--- src/rtl/core/emt_pkg.sv ---
package emt_pkg;

	localparam int FRAC_BITS_DEF = 8;
	localparam int POS_W = 32;
	localparam int LEN_W = 16;
	localparam int MODE_W = 2;
	localparam int CFG_IDX_W = 2;

	localparam logic [CFG_IDX_W-1:0] REG_TWEEN_LENGTH = 2'd0;
	localparam logic [CFG_IDX_W-1:0] REG_EASING_MODE = 2'd1;
	localparam logic [CFG_IDX_W-1:0] REG_OFFSET_X = 2'd2;
	localparam logic [CFG_IDX_W-1:0] REG_OFFSET_Y = 2'd3;

	localparam logic [MODE_W-1:0] MODE_EASE_IN = 2'd1;
	localparam logic [MODE_W-1:0] MODE_EASE_OUT = 2'd2;

	localparam logic ACTION_START = 1'b1;

endpackage

--- src/rtl/core/eased_movement_tween.sv ---
// Tweens a 2D signed fixed-point position toward a latched goal, one result per tick item
// taken during a move. A start item latches origin, goal and delta and gives no result.
// A tick while idle is dropped; a tick that reaches the length hands out the goal with
// tlast set, and the block is ready again once that result enters the output register.
// Otherwise a restoring divider forms t = tick / length one quotient bit per cycle, then
// a single shared multiplier squares t for the easing curve and scales the x and y deltas
// in turn. The input is not ready while an item is worked on, and a finished result waits
// in the output register until taken.
module eased_movement_tween import emt_pkg::*; #(
	parameter int FRAC_BITS = FRAC_BITS_DEF
) (
	input  logic                 clk,
	input  logic                 arst_n,
	input  logic                 cfg_we,
	input  logic [CFG_IDX_W-1:0] cfg_index,
	input  logic [POS_W-1:0]     cfg_data,
	input  logic                 s_axis_tvalid,
	output logic                 s_axis_tready,
	input  logic [2*POS_W-1:0]   s_axis_tdata,  // current_x, current_y
	input  logic                 s_axis_tuser,  // action
	output logic                 m_axis_tvalid,
	input  logic                 m_axis_tready,
	output logic [2*POS_W-1:0]   m_axis_tdata,  // new_x, new_y
	output logic                 m_axis_tlast   // finished
);

	localparam int CW = $clog2(FRAC_BITS);
	localparam int PW = POS_W + FRAC_BITS + 2;
	localparam logic [CW-1:0] DIV_LAST = CW'(0);
	localparam logic [CW-1:0] DIV_FIRST = CW'(FRAC_BITS - 1);

	localparam logic [2:0] S_IDLE = 3'd0;
	localparam logic [2:0] S_DIV  = 3'd1;
	localparam logic [2:0] S_SQ   = 3'd2;
	localparam logic [2:0] S_EASE = 3'd3;
	localparam logic [2:0] S_MULX = 3'd4;
	localparam logic [2:0] S_MULY = 3'd5;
	localparam logic [2:0] S_ADDY = 3'd6;
	localparam logic [2:0] S_OUT  = 3'd7;

	logic [2:0]           state_q;
	logic [LEN_W-1:0]     len_q;
	logic [MODE_W-1:0]    mode_q;
	logic [POS_W-1:0]     off_x_q, off_y_q;
	logic [LEN_W-1:0]     tick_q;
	logic                 run_q;
	logic [POS_W-1:0]     org_x_q, org_y_q, goal_x_q, goal_y_q, dlt_x_q, dlt_y_q;
	logic [CW-1:0]        cnt_q;
	logic [LEN_W-1:0]     rem_q;
	logic [FRAC_BITS-1:0] quo_q;
	logic [FRAC_BITS:0]   et_q;
	logic signed [PW-1:0] prod_q;
	logic [POS_W-1:0]     res_x_q, res_y_q;
	logic                 res_fin_q;
	logic                 out_vld_q;
	logic [2*POS_W-1:0]   out_data_q;
	logic                 out_last_q;

	logic                 in_acc;
	logic                 is_start;
	logic [LEN_W-1:0]     tick_nxt;
	logic                 tick_done;
	logic [LEN_W:0]       rem2;
	logic                 rem_ge;
	logic [POS_W-1:0]     mul_a;
	logic [FRAC_BITS:0]   mul_b;
	logic signed [PW-1:0] prod;
	logic [FRAC_BITS-1:0] sq;
	logic [FRAC_BITS:0]   et_nxt;
	logic [POS_W-1:0]     scaled;
	logic                 out_load;

	assign s_axis_tready = (state_q == S_IDLE);
	assign in_acc = s_axis_tvalid && s_axis_tready;
	assign is_start = (s_axis_tuser == ACTION_START);
	assign tick_nxt = tick_q + LEN_W'(1);
	assign tick_done = (tick_nxt >= len_q);

	assign rem2 = {rem_q, 1'b0};
	assign rem_ge = (rem2 >= {1'b0, len_q});

	always_comb begin
		unique case (state_q)
			S_SQ: begin
				mul_a = {{(POS_W-FRAC_BITS){1'b0}}, quo_q};
				mul_b = {1'b0, quo_q};
			end
			S_MULX: begin
				mul_a = dlt_x_q;
				mul_b = et_q;
			end
			default: begin
				mul_a = dlt_y_q;
				mul_b = et_q;
			end
		endcase
	end

	assign prod = PW'($signed(mul_a)) * PW'($signed({1'b0, mul_b}));

	assign sq = prod_q[2*FRAC_BITS-1:FRAC_BITS];
	always_comb begin
		unique case (mode_q)
			MODE_EASE_IN:  et_nxt = {1'b0, sq};
			MODE_EASE_OUT: et_nxt = {quo_q, 1'b0} - {1'b0, sq};
			default:       et_nxt = {1'b0, quo_q};
		endcase
	end

	assign scaled = prod_q[FRAC_BITS+POS_W-1:FRAC_BITS];
	assign out_load = (state_q == S_OUT) && (!out_vld_q || m_axis_tready);

	always_ff @(posedge clk or negedge arst_n) begin
		if (!arst_n) begin
			state_q <= S_IDLE;
			len_q <= LEN_W'(1);
			mode_q <= '0;
			off_x_q <= '0;
			off_y_q <= '0;
			tick_q <= '0;
			run_q <= 1'b0;
			out_vld_q <= 1'b0;
		end else begin
			if (cfg_we) begin
				unique case (cfg_index)
					REG_TWEEN_LENGTH: len_q <= cfg_data[LEN_W-1:0];
					REG_EASING_MODE:  mode_q <= cfg_data[MODE_W-1:0];
					REG_OFFSET_X:     off_x_q <= cfg_data;
					REG_OFFSET_Y:     off_y_q <= cfg_data;
				endcase
			end

			if (out_load) begin
				out_vld_q <= 1'b1;
			end else if (m_axis_tready) begin
				out_vld_q <= 1'b0;
			end

			unique case (state_q)
				S_IDLE: begin
					if (in_acc) begin
						if (is_start) begin
							tick_q <= '0;
							run_q <= 1'b1;
						end else if (run_q) begin
							tick_q <= tick_nxt;
							if (tick_done) begin
								run_q <= 1'b0;
								state_q <= S_OUT;
							end else begin
								state_q <= S_DIV;
							end
						end
					end
				end
				S_DIV: begin
					if (cnt_q == DIV_LAST) begin
						state_q <= S_SQ;
					end
				end
				S_SQ:   state_q <= S_EASE;
				S_EASE: state_q <= S_MULX;
				S_MULX: state_q <= S_MULY;
				S_MULY: state_q <= S_ADDY;
				S_ADDY: state_q <= S_OUT;
				S_OUT: begin
					if (out_load) begin
						state_q <= S_IDLE;
					end
				end
			endcase
		end
	end

	always_ff @(posedge clk) begin
		unique case (state_q)
			S_IDLE: begin
				if (in_acc && is_start) begin
					org_x_q <= s_axis_tdata[POS_W-1:0];
					org_y_q <= s_axis_tdata[2*POS_W-1:POS_W];
					goal_x_q <= s_axis_tdata[POS_W-1:0] + off_x_q;
					goal_y_q <= s_axis_tdata[2*POS_W-1:POS_W] + off_y_q;
					dlt_x_q <= off_x_q;
					dlt_y_q <= off_y_q;
				end
				rem_q <= tick_nxt;
				cnt_q <= DIV_FIRST;
				res_x_q <= goal_x_q;
				res_y_q <= goal_y_q;
				res_fin_q <= 1'b1;
			end
			S_DIV: begin
				rem_q <= rem_ge ? LEN_W'(rem2 - {1'b0, len_q}) : rem2[LEN_W-1:0];
				quo_q <= {quo_q[FRAC_BITS-2:0], rem_ge};
				cnt_q <= cnt_q - CW'(1);
			end
			S_SQ:   prod_q <= prod;
			S_EASE: et_q <= et_nxt;
			S_MULX: prod_q <= prod;
			S_MULY: begin
				prod_q <= prod;
				res_x_q <= org_x_q + scaled;
			end
			S_ADDY: begin
				res_y_q <= org_y_q + scaled;
				res_fin_q <= 1'b0;
			end
			S_OUT: begin
				if (out_load) begin
					out_data_q <= {res_y_q, res_x_q};
					out_last_q <= res_fin_q;
				end
			end
		endcase
	end

	assign m_axis_tvalid = out_vld_q;
	assign m_axis_tdata = out_data_q;
	assign m_axis_tlast = out_last_q;

endmodule

--- config.mk ---
export PLATFORM = sky130hd
export DESIGN_NAME = eased_movement_tween
export DESIGN_NICKNAME = d
export VERILOG_FILES = /design/src/rtl/core/emt_pkg.sv /design/src/rtl/core/eased_movement_tween.sv
export SDC_FILE = /design/constraint.sdc
export NUM_CORES = 1
export LEC_CHECK = 0
export ABC_AREA = 1
export BUFFER_PORTS_ARGS = -buffer_cell sky130_fd_sc_hd__buf_2
export CAP_MARGIN = 15
export CORE_MARGIN = 3
export CORE_UTILIZATION = 55
export CTS_BUF_LIST = sky130_fd_sc_hd__clkbuf_4 sky130_fd_sc_hd__clkbuf_8
export CTS_CLUSTER_SIZE = 24
export DETAILED_ROUTE_END_ITERATION = 8
export HOLD_SLACK_MARGIN = 0.1
export PLACE_DENSITY = 0.73
export SLEW_MARGIN = 10
export SYNTH_ARGS = -nofsm -noshare
export SYNTH_HDL_FRONTEND = slang
export SYNTH_SLANG_ARGS = --single-unit
--- constraint.sdc ---
create_clock -name clk -period 15.65 [get_ports clk]
set_input_delay 1.565 -clock clk [delete_from_list [all_inputs] [get_ports clk]]
set_output_delay 1.565 -clock clk [all_outputs]
set_load 0.01 [all_outputs]
==> summary.txt, run 1 <==
Run status - finished clean
Post-Synthesis Cells - 3906
Core region area - 63400 um^2
1st-iter DRT viols - 2704
Layout cell share with drive strength beyond 1 - 9.53%
Avg Synthesized Cell Area - 9.09 um^2
I/O Buffers - 170
Worst Path Class, Setup - register to register
Vias per std cell - 5.64
Syn Nets - 4492
Total CTS buffers - 83
Final nets - 4702
Critical path data required time - 16090 ps
Worst path buffer plus inverter count - 7
Register bit total from synthesis - 493
First drt pass iteration count - 6
Worst clock skew - 29.2 ps
Worst Tran Pin Value - 1090 ps
Synthesis Warnings - 0
Routed WL per cell - 21.5 um
Sink Count - 493
Setup crit end kind - register
Number of top-level pins - 171
Clock latency on the worst-skew pair - 690 ps
Max Slew Vio Count - 0
Setup bufs post-CTS - 0
GPL Wtd Cong - 0.987
Overall routing resource usage - 32.5%
CTS max path bufs - 3
Initial antenna violation count - 1
First-pass GRT wire length - 165 mm
Post-Route WL - 108 mm
Synth cell count leaders - nand2_1 (854), inv_1 (597), edfxtp_1 (390)
Tcrit/Tclk final - 45.9%
DRC viols - 0
CTS Hold Buffers Added - 0
Root buf cell - clkbuf_8
Top cell type's share of synthesized area - 33.0%
Most numerous cell in the Yosys netlist - nand2_1
Distinct cells, synth - 59
GR Overflow Total - 0
Highest Clock Rate - 139 MHz
CTS tree - yes
Post_cts resized - 0
Worst Path Arrival - 7630 ps
Max_slew headroom - 26.8%
Htree depth - 3
Largest net degree at the start of global routing - 75
Synth async-reset ratio - 20.9%
CP max-delay cell - a22oi_1
# rows - 92
DP Worst Slack - 8510 ps
Clock transition at path regs - 60 ps
Seq/Total Area, Yosys - 40.3%
# setup viols final - 0
Post-synth EDFFs - 390
Die W - 260 um
CP Max Fanout - 30
Synth Cell Area - 35500 um^2
Startpoint Class - register
Setup TNS - 0 ps
Hold crit path type - register to register
Initial Util - 55.9%
Area Growth Syn to Fin - 10.4%
PnR worst setup slack - 8460 ps
Placed wire-length estimate - 87.9 mm
Dominant cell type by area after synthesis - edfxtp_1
Final worst path period need - 7190 ps
Maxcap violations - 0
Final Hold Fails - 0
Critical path's largest stage delay - 690 ps
DIE HEIGHT - 260 um
Top cell family by delay on the critical path - adder cells
Via count - 28400
Die area - 67600 um^2
RSZ-0062 raised after global routing - no
Synth top area cells - edfxtp_1 (33%), fa_1 (13%), nand2_1 (9.0%)
Primary FF master, synth - edfxtp_1
Vias in the first global route - 28000
Final ANT Viol Nets - 0
[logic make-up (layout without fill, tap and decap cells)]
kind of cell    count (synthesis)  after routing  share of synthesized area (%)
compound gates                657            657                           10.4
xor+xnor                      137            137                           3.38
flops                         493            493                           40.3
simple gates                 1462           1462                           16.9
buf+inv                       675            954                           7.21
other cells                     0              5                              0
fa+ha+maj                     482            482                           21.9
[final timing paths]
path                             from               to  slack, ps  depth (start not counted)
max                        state_q[2]       prod_q[38]       8460                         25
min                        res_x_q[1]  m_axis_tdata[1]        410                          0
max reg2reg                state_q[2]       prod_q[38]       8460                         25
min reg2reg                res_x_q[1]  m_axis_tdata[1]        410                          0
max in group asynchronous      arst_n      off_y_q[23]      13450                          2
min in group asynchronous      arst_n        mode_q[1]        830                          1
[per-layer routing]
metal  wire [um]  part of all wire, %  vias to the layer above  track usage [%]
met3        8410                  7.8                      238             5.38
li1            -                    -                    13300                -
met1       44800                   41                    13700             44.0
met5           0                    0                        -                0
met2       49500                   46                     1127             51.7
met4        5410                  5.0                        0             14.7
[placed cells by master, fill, tap and decap left out, types with 7 or more instances in the layout]
cell type  instances
a211oi_1           7
a21boi_0          11
a21o_1            16
a21oi_1          235
a221oi_1           8
a22oi_1            8
a31oi_1           14
buf_2            169
buf_4             28
bufinv_16          7
clkbuf_4          19
clkbuf_8          95
clkinv_1          15
clkinv_2          15
dfrtp_1          102
edfxtp_1         390
fa_1             232
ha_1             250
inv_1            597
nand2_1          854
nand2_2           10
nand3_1          126
nand3b_1          11
nand4_1           24
nor2_1           347
nor3_1            41
nor4_1            13
o211ai_1          10
o21a_1            17
o21ai_0          255
o21ai_1           13
o21bai_1          24
o22ai_1           11
or2_2             14
xnor2_1           50
xor2_1            87
[sequential cells by signal, summed over array words and instances (netlist names), 16 cells and up]
| register | flops |
|---|---|
| goal_x_q | 32 |
| tick_q | 16 |
| rem_q | 16 |
| dlt_y_q | 32 |
| org_x_q | 32 |
| off_y_q | 32 |
| len_q | 16 |
| prod_q | 32 |
| res_x_q | 32 |
| m_axis_tdata | 64 |
| goal_y_q | 32 |
| res_y_q | 32 |
| org_y_q | 32 |
| dlt_x_q | 32 |
| off_x_q | 32 |
[final cells by class]
class | instances | area, um^2
Antenna cell | 5 | 12.5
Clock buffer | 114 | 1450
Timing Repair Buffer | 197 | 1060
Fill cell | 5562 | 24200
Clock inverter | 40 | 379
Tap cell | 846 | 1060
Inverter | 603 | 2260
Multi-Input combinational cell | 2738 | 18700
Sequential cell | 493 | 14300
[through the flow]
| stage | area, um^2 | util (%) | cells | hold WS (ps) |
|---|---|---|---|---|
| 6_report | 39200 | 61.8 | 5036 | 414 |
| 2_1_floorplan | 35500 | - | 3906 | 400 |
| 5_1_grt | 39200 | 61.8 | 5031 | 414 |
| 3_3_place_gp | 37300 | 58.9 | 4877 | 401 |
| 3_5_place_dp | 37300 | 58.9 | 4877 | 405 |
| 4_1_cts | 39200 | 61.8 | 5031 | 407 |
Power of run 1 is left out: the tool's default activity adds up to more than one toggle a clock period on the data nets, which glitch-free logic cannot reach.
==> inputs of run 2 (changes only) <==
==> constraint.sdc (replaced) <==
create_clock -name clk -period 7 [get_ports clk]
set_input_delay 0.7 -clock clk [delete_from_list [all_inputs] [get_ports clk]]
set_output_delay 0.7 -clock clk [all_outputs]
set_load 0.01 [all_outputs]
==> run 2 against run 1 <==
  * Clock skew rose by 12 ps
  * Die area did not move
  * Critical path depth unchanged
  * Register-to-register slack got worse by 8100 ps
  * Utilization up 0.21 points
  * Via count is 0.12% higher
  * First-iteration DRC count grew 5.3%
  * Critical path type unchanged
==> summary.txt, run 2 (synthesis gave the netlist of run 1 again) <==
Tcrit/Tclk final - 95.5% (was 45.9%)
Setup TNS - 0 ps (unchanged)
Clock latency on the worst-skew pair - 670 ps (was 690 ps)
Highest Clock Rate - 150 MHz (was 139 MHz)
DIE HEIGHT - 260 um (unchanged)
Commonest non-fill, non-tap cells in the layout - nand2_1 (854), inv_1 (594), edfxtp_1 (390) (was nand2_1 (854), inv_1 (597), edfxtp_1 (390))
Initial Util - 55.9% (unchanged)
Layout cell share with drive strength beyond 1 - 10.3% (was 9.53%)
Largest net degree at the start of global routing - 187 (was 75)
Vias per std cell - 5.62 (was 5.64)
DRC viols - 0 (unchanged)
CP Max Fanout - 19 (was 30)
Post-Layout Inst Area - 39300 um^2 (was 39200 um^2)
Htree depth - 3 (unchanged)
Run status - finished clean (unchanged)
Sink Count - 493 (unchanged)
1st-iter DRT viols - 2846 (was 2704)
Initial antenna violation count - 4 (was 1)
Placed wire-length estimate - 88.4 mm (was 87.9 mm)
Number of top-level pins - 171 (unchanged)
Final worst path period need - 6690 ps (was 7190 ps)
Placed cell area - 37500 um^2 (was 37300 um^2)
Max FFs per register - 64 (unchanged)
I/O Buffers - 170 (unchanged)
Via count - 28400 (about the same)
GR Overflow Total - 0 (unchanged)
# setup viols final - 0 (unchanged)
Final nets - 4727 (was 4702)
Startpoint Class - register (unchanged)
GPL Wtd Cong - 0.994 (was 0.987)
Core region area - 63400 um^2 (unchanged)
Vias in the first global route - 28200 (was 28000)
Maxcap violations - 0 (unchanged)
Total CTS buffers - 82 (was 83)
Final Hold Fails - 0 (unchanged)
Setup crit end kind - register (unchanged)
Root buf cell - clkbuf_8 (unchanged)
CTS tree - yes (unchanged)
Area Growth Syn to Fin - 10.8% (was 10.4%)
# rows - 92 (unchanged)
Max Slew Vio Count - 0 (unchanged)
Hold crit path type - input pin to register (was register to register)
Overall routing resource usage - 32.4% (was 32.5%)
First-pass GRT wire length - 164 mm (was 165 mm)
Worst Tran Pin Value - 1170 ps (was 1090 ps)
Clock transition at path regs - 60 ps (about the same)
Routed WL per cell - 21.3 um (was 21.5 um)
Post-Route WL - 108 mm (about the same)
Critical path data required time - 7420 ps (was 16090 ps)
RSZ-0062 raised after global routing - no (unchanged)
Worst Path Class, Setup - register to register (unchanged)
Most common cell after layout, fill and taps aside - nand2_1 (unchanged)
First drt pass iteration count - 6 (unchanged)
Max_slew headroom - 22.2% (was 26.8%)
Worst Path Arrival - 7110 ps (was 7630 ps)
Die W - 260 um (unchanged)
Final ANT Viol Nets - 0 (unchanged)
Die area - 67600 um^2 (unchanged)
CTS max path bufs - 3 (unchanged)
Worst clock skew - 40.9 ps (was 29.2 ps)
==> run 2: cell types whose count changed in the layout (fill, tap and decap cells not counted), sizes merged <==
cell | before | now
clkinvlp | 4 | 6
diode | 5 | 3
inv | 602 | 601
clkinv | 30 | 26
bufinv | 7 | 2
clkbuf | 114 | 121
dlygate4sd3 | 0 | 1
buf | 197 | 222
==> run 2: final timing paths <==
check / startpoint / to / slack, ps / depth (start not counted)
worst max-delay path: state_q[1] / prod_q[27] / 310 / 25
worst min-delay path: s_axis_tdata[0] / org_x_q[0] / 230 / 1
worst max register to register: state_q[1] / prod_q[27] / 310 / 25
worst min register to register: res_x_q[31] / m_axis_tdata[31] / 410 / 0
max in group asynchronous: arst_n / off_y_q[11] / 5190 / 3
min in group asynchronous: arst_n / state_q[2] / 600 / 2
==> run 2: routing by layer <==
metal,global-route usage (%),up-vias,routed length [um]
met4,13.7,6,5070
met3,6.21,244,9180
met2,53.7,1222,50700
li1,-,13400,-
met1,41.8,13600,43000
met5,0,-,46
==> run 2: stage by stage <==
stage               setup slack, ps  std cells  hold slack (ps)  utilization, %
finish                          313       5059              231            62.0
floorplan                       531       3906              400               -
global route                   1.05       5056              200            62.0
CTS                             186       5054              195            61.9
global placement                153       4900              400            59.2
detailed placement              193       4900              405            59.2
==> run 2: area by class of cell <==
| cell class | count | area, um^2 |
|---|---|---|
| clock buffers | 121 | 1490 |
| flip-flops and latches | 493 | 14300 |
| diodes | 3 | 7.51 |
| inverters | 603 | 2270 |
| repair buffers | 223 | 1280 |
| fillers | 5447 | 24100 |
| well taps | 846 | 1060 |
| multi-input cells | 2738 | 18700 |
| clock inverters | 32 | 219 |
==> run 2: what timing repair did <==
item,in CTS,in global routing
hold buffers,1,0
hold endpoints to repair,45,0
gates resized for setup,0,12
buffers inserted,0,1
endpoints found under the setup margin,0,20
==> run 2: worst max-delay path, stage by stage (launching register included) <==
cell and delay (ps):
dfrtp_1 490, nor2_2 210, nand2_2 140, nand2_4 150
clkinvlp_4 260, buf_4 300, nand2_1 80, nand2_1 130
inv_1 230, nor2_1 100, fa_1 520, fa_1 580
fa_1 440, fa_1 540, inv_1 60, fa_1 530
inv_1 40, ha_1 370, a21oi_2 290, o21ai_0 160
a21oi_2 350, o21ai_2 170, nand2_1 130, nand2_1 60
nand2_1 70, nand2_1 40
Power of run 2 is left out for the same reason.
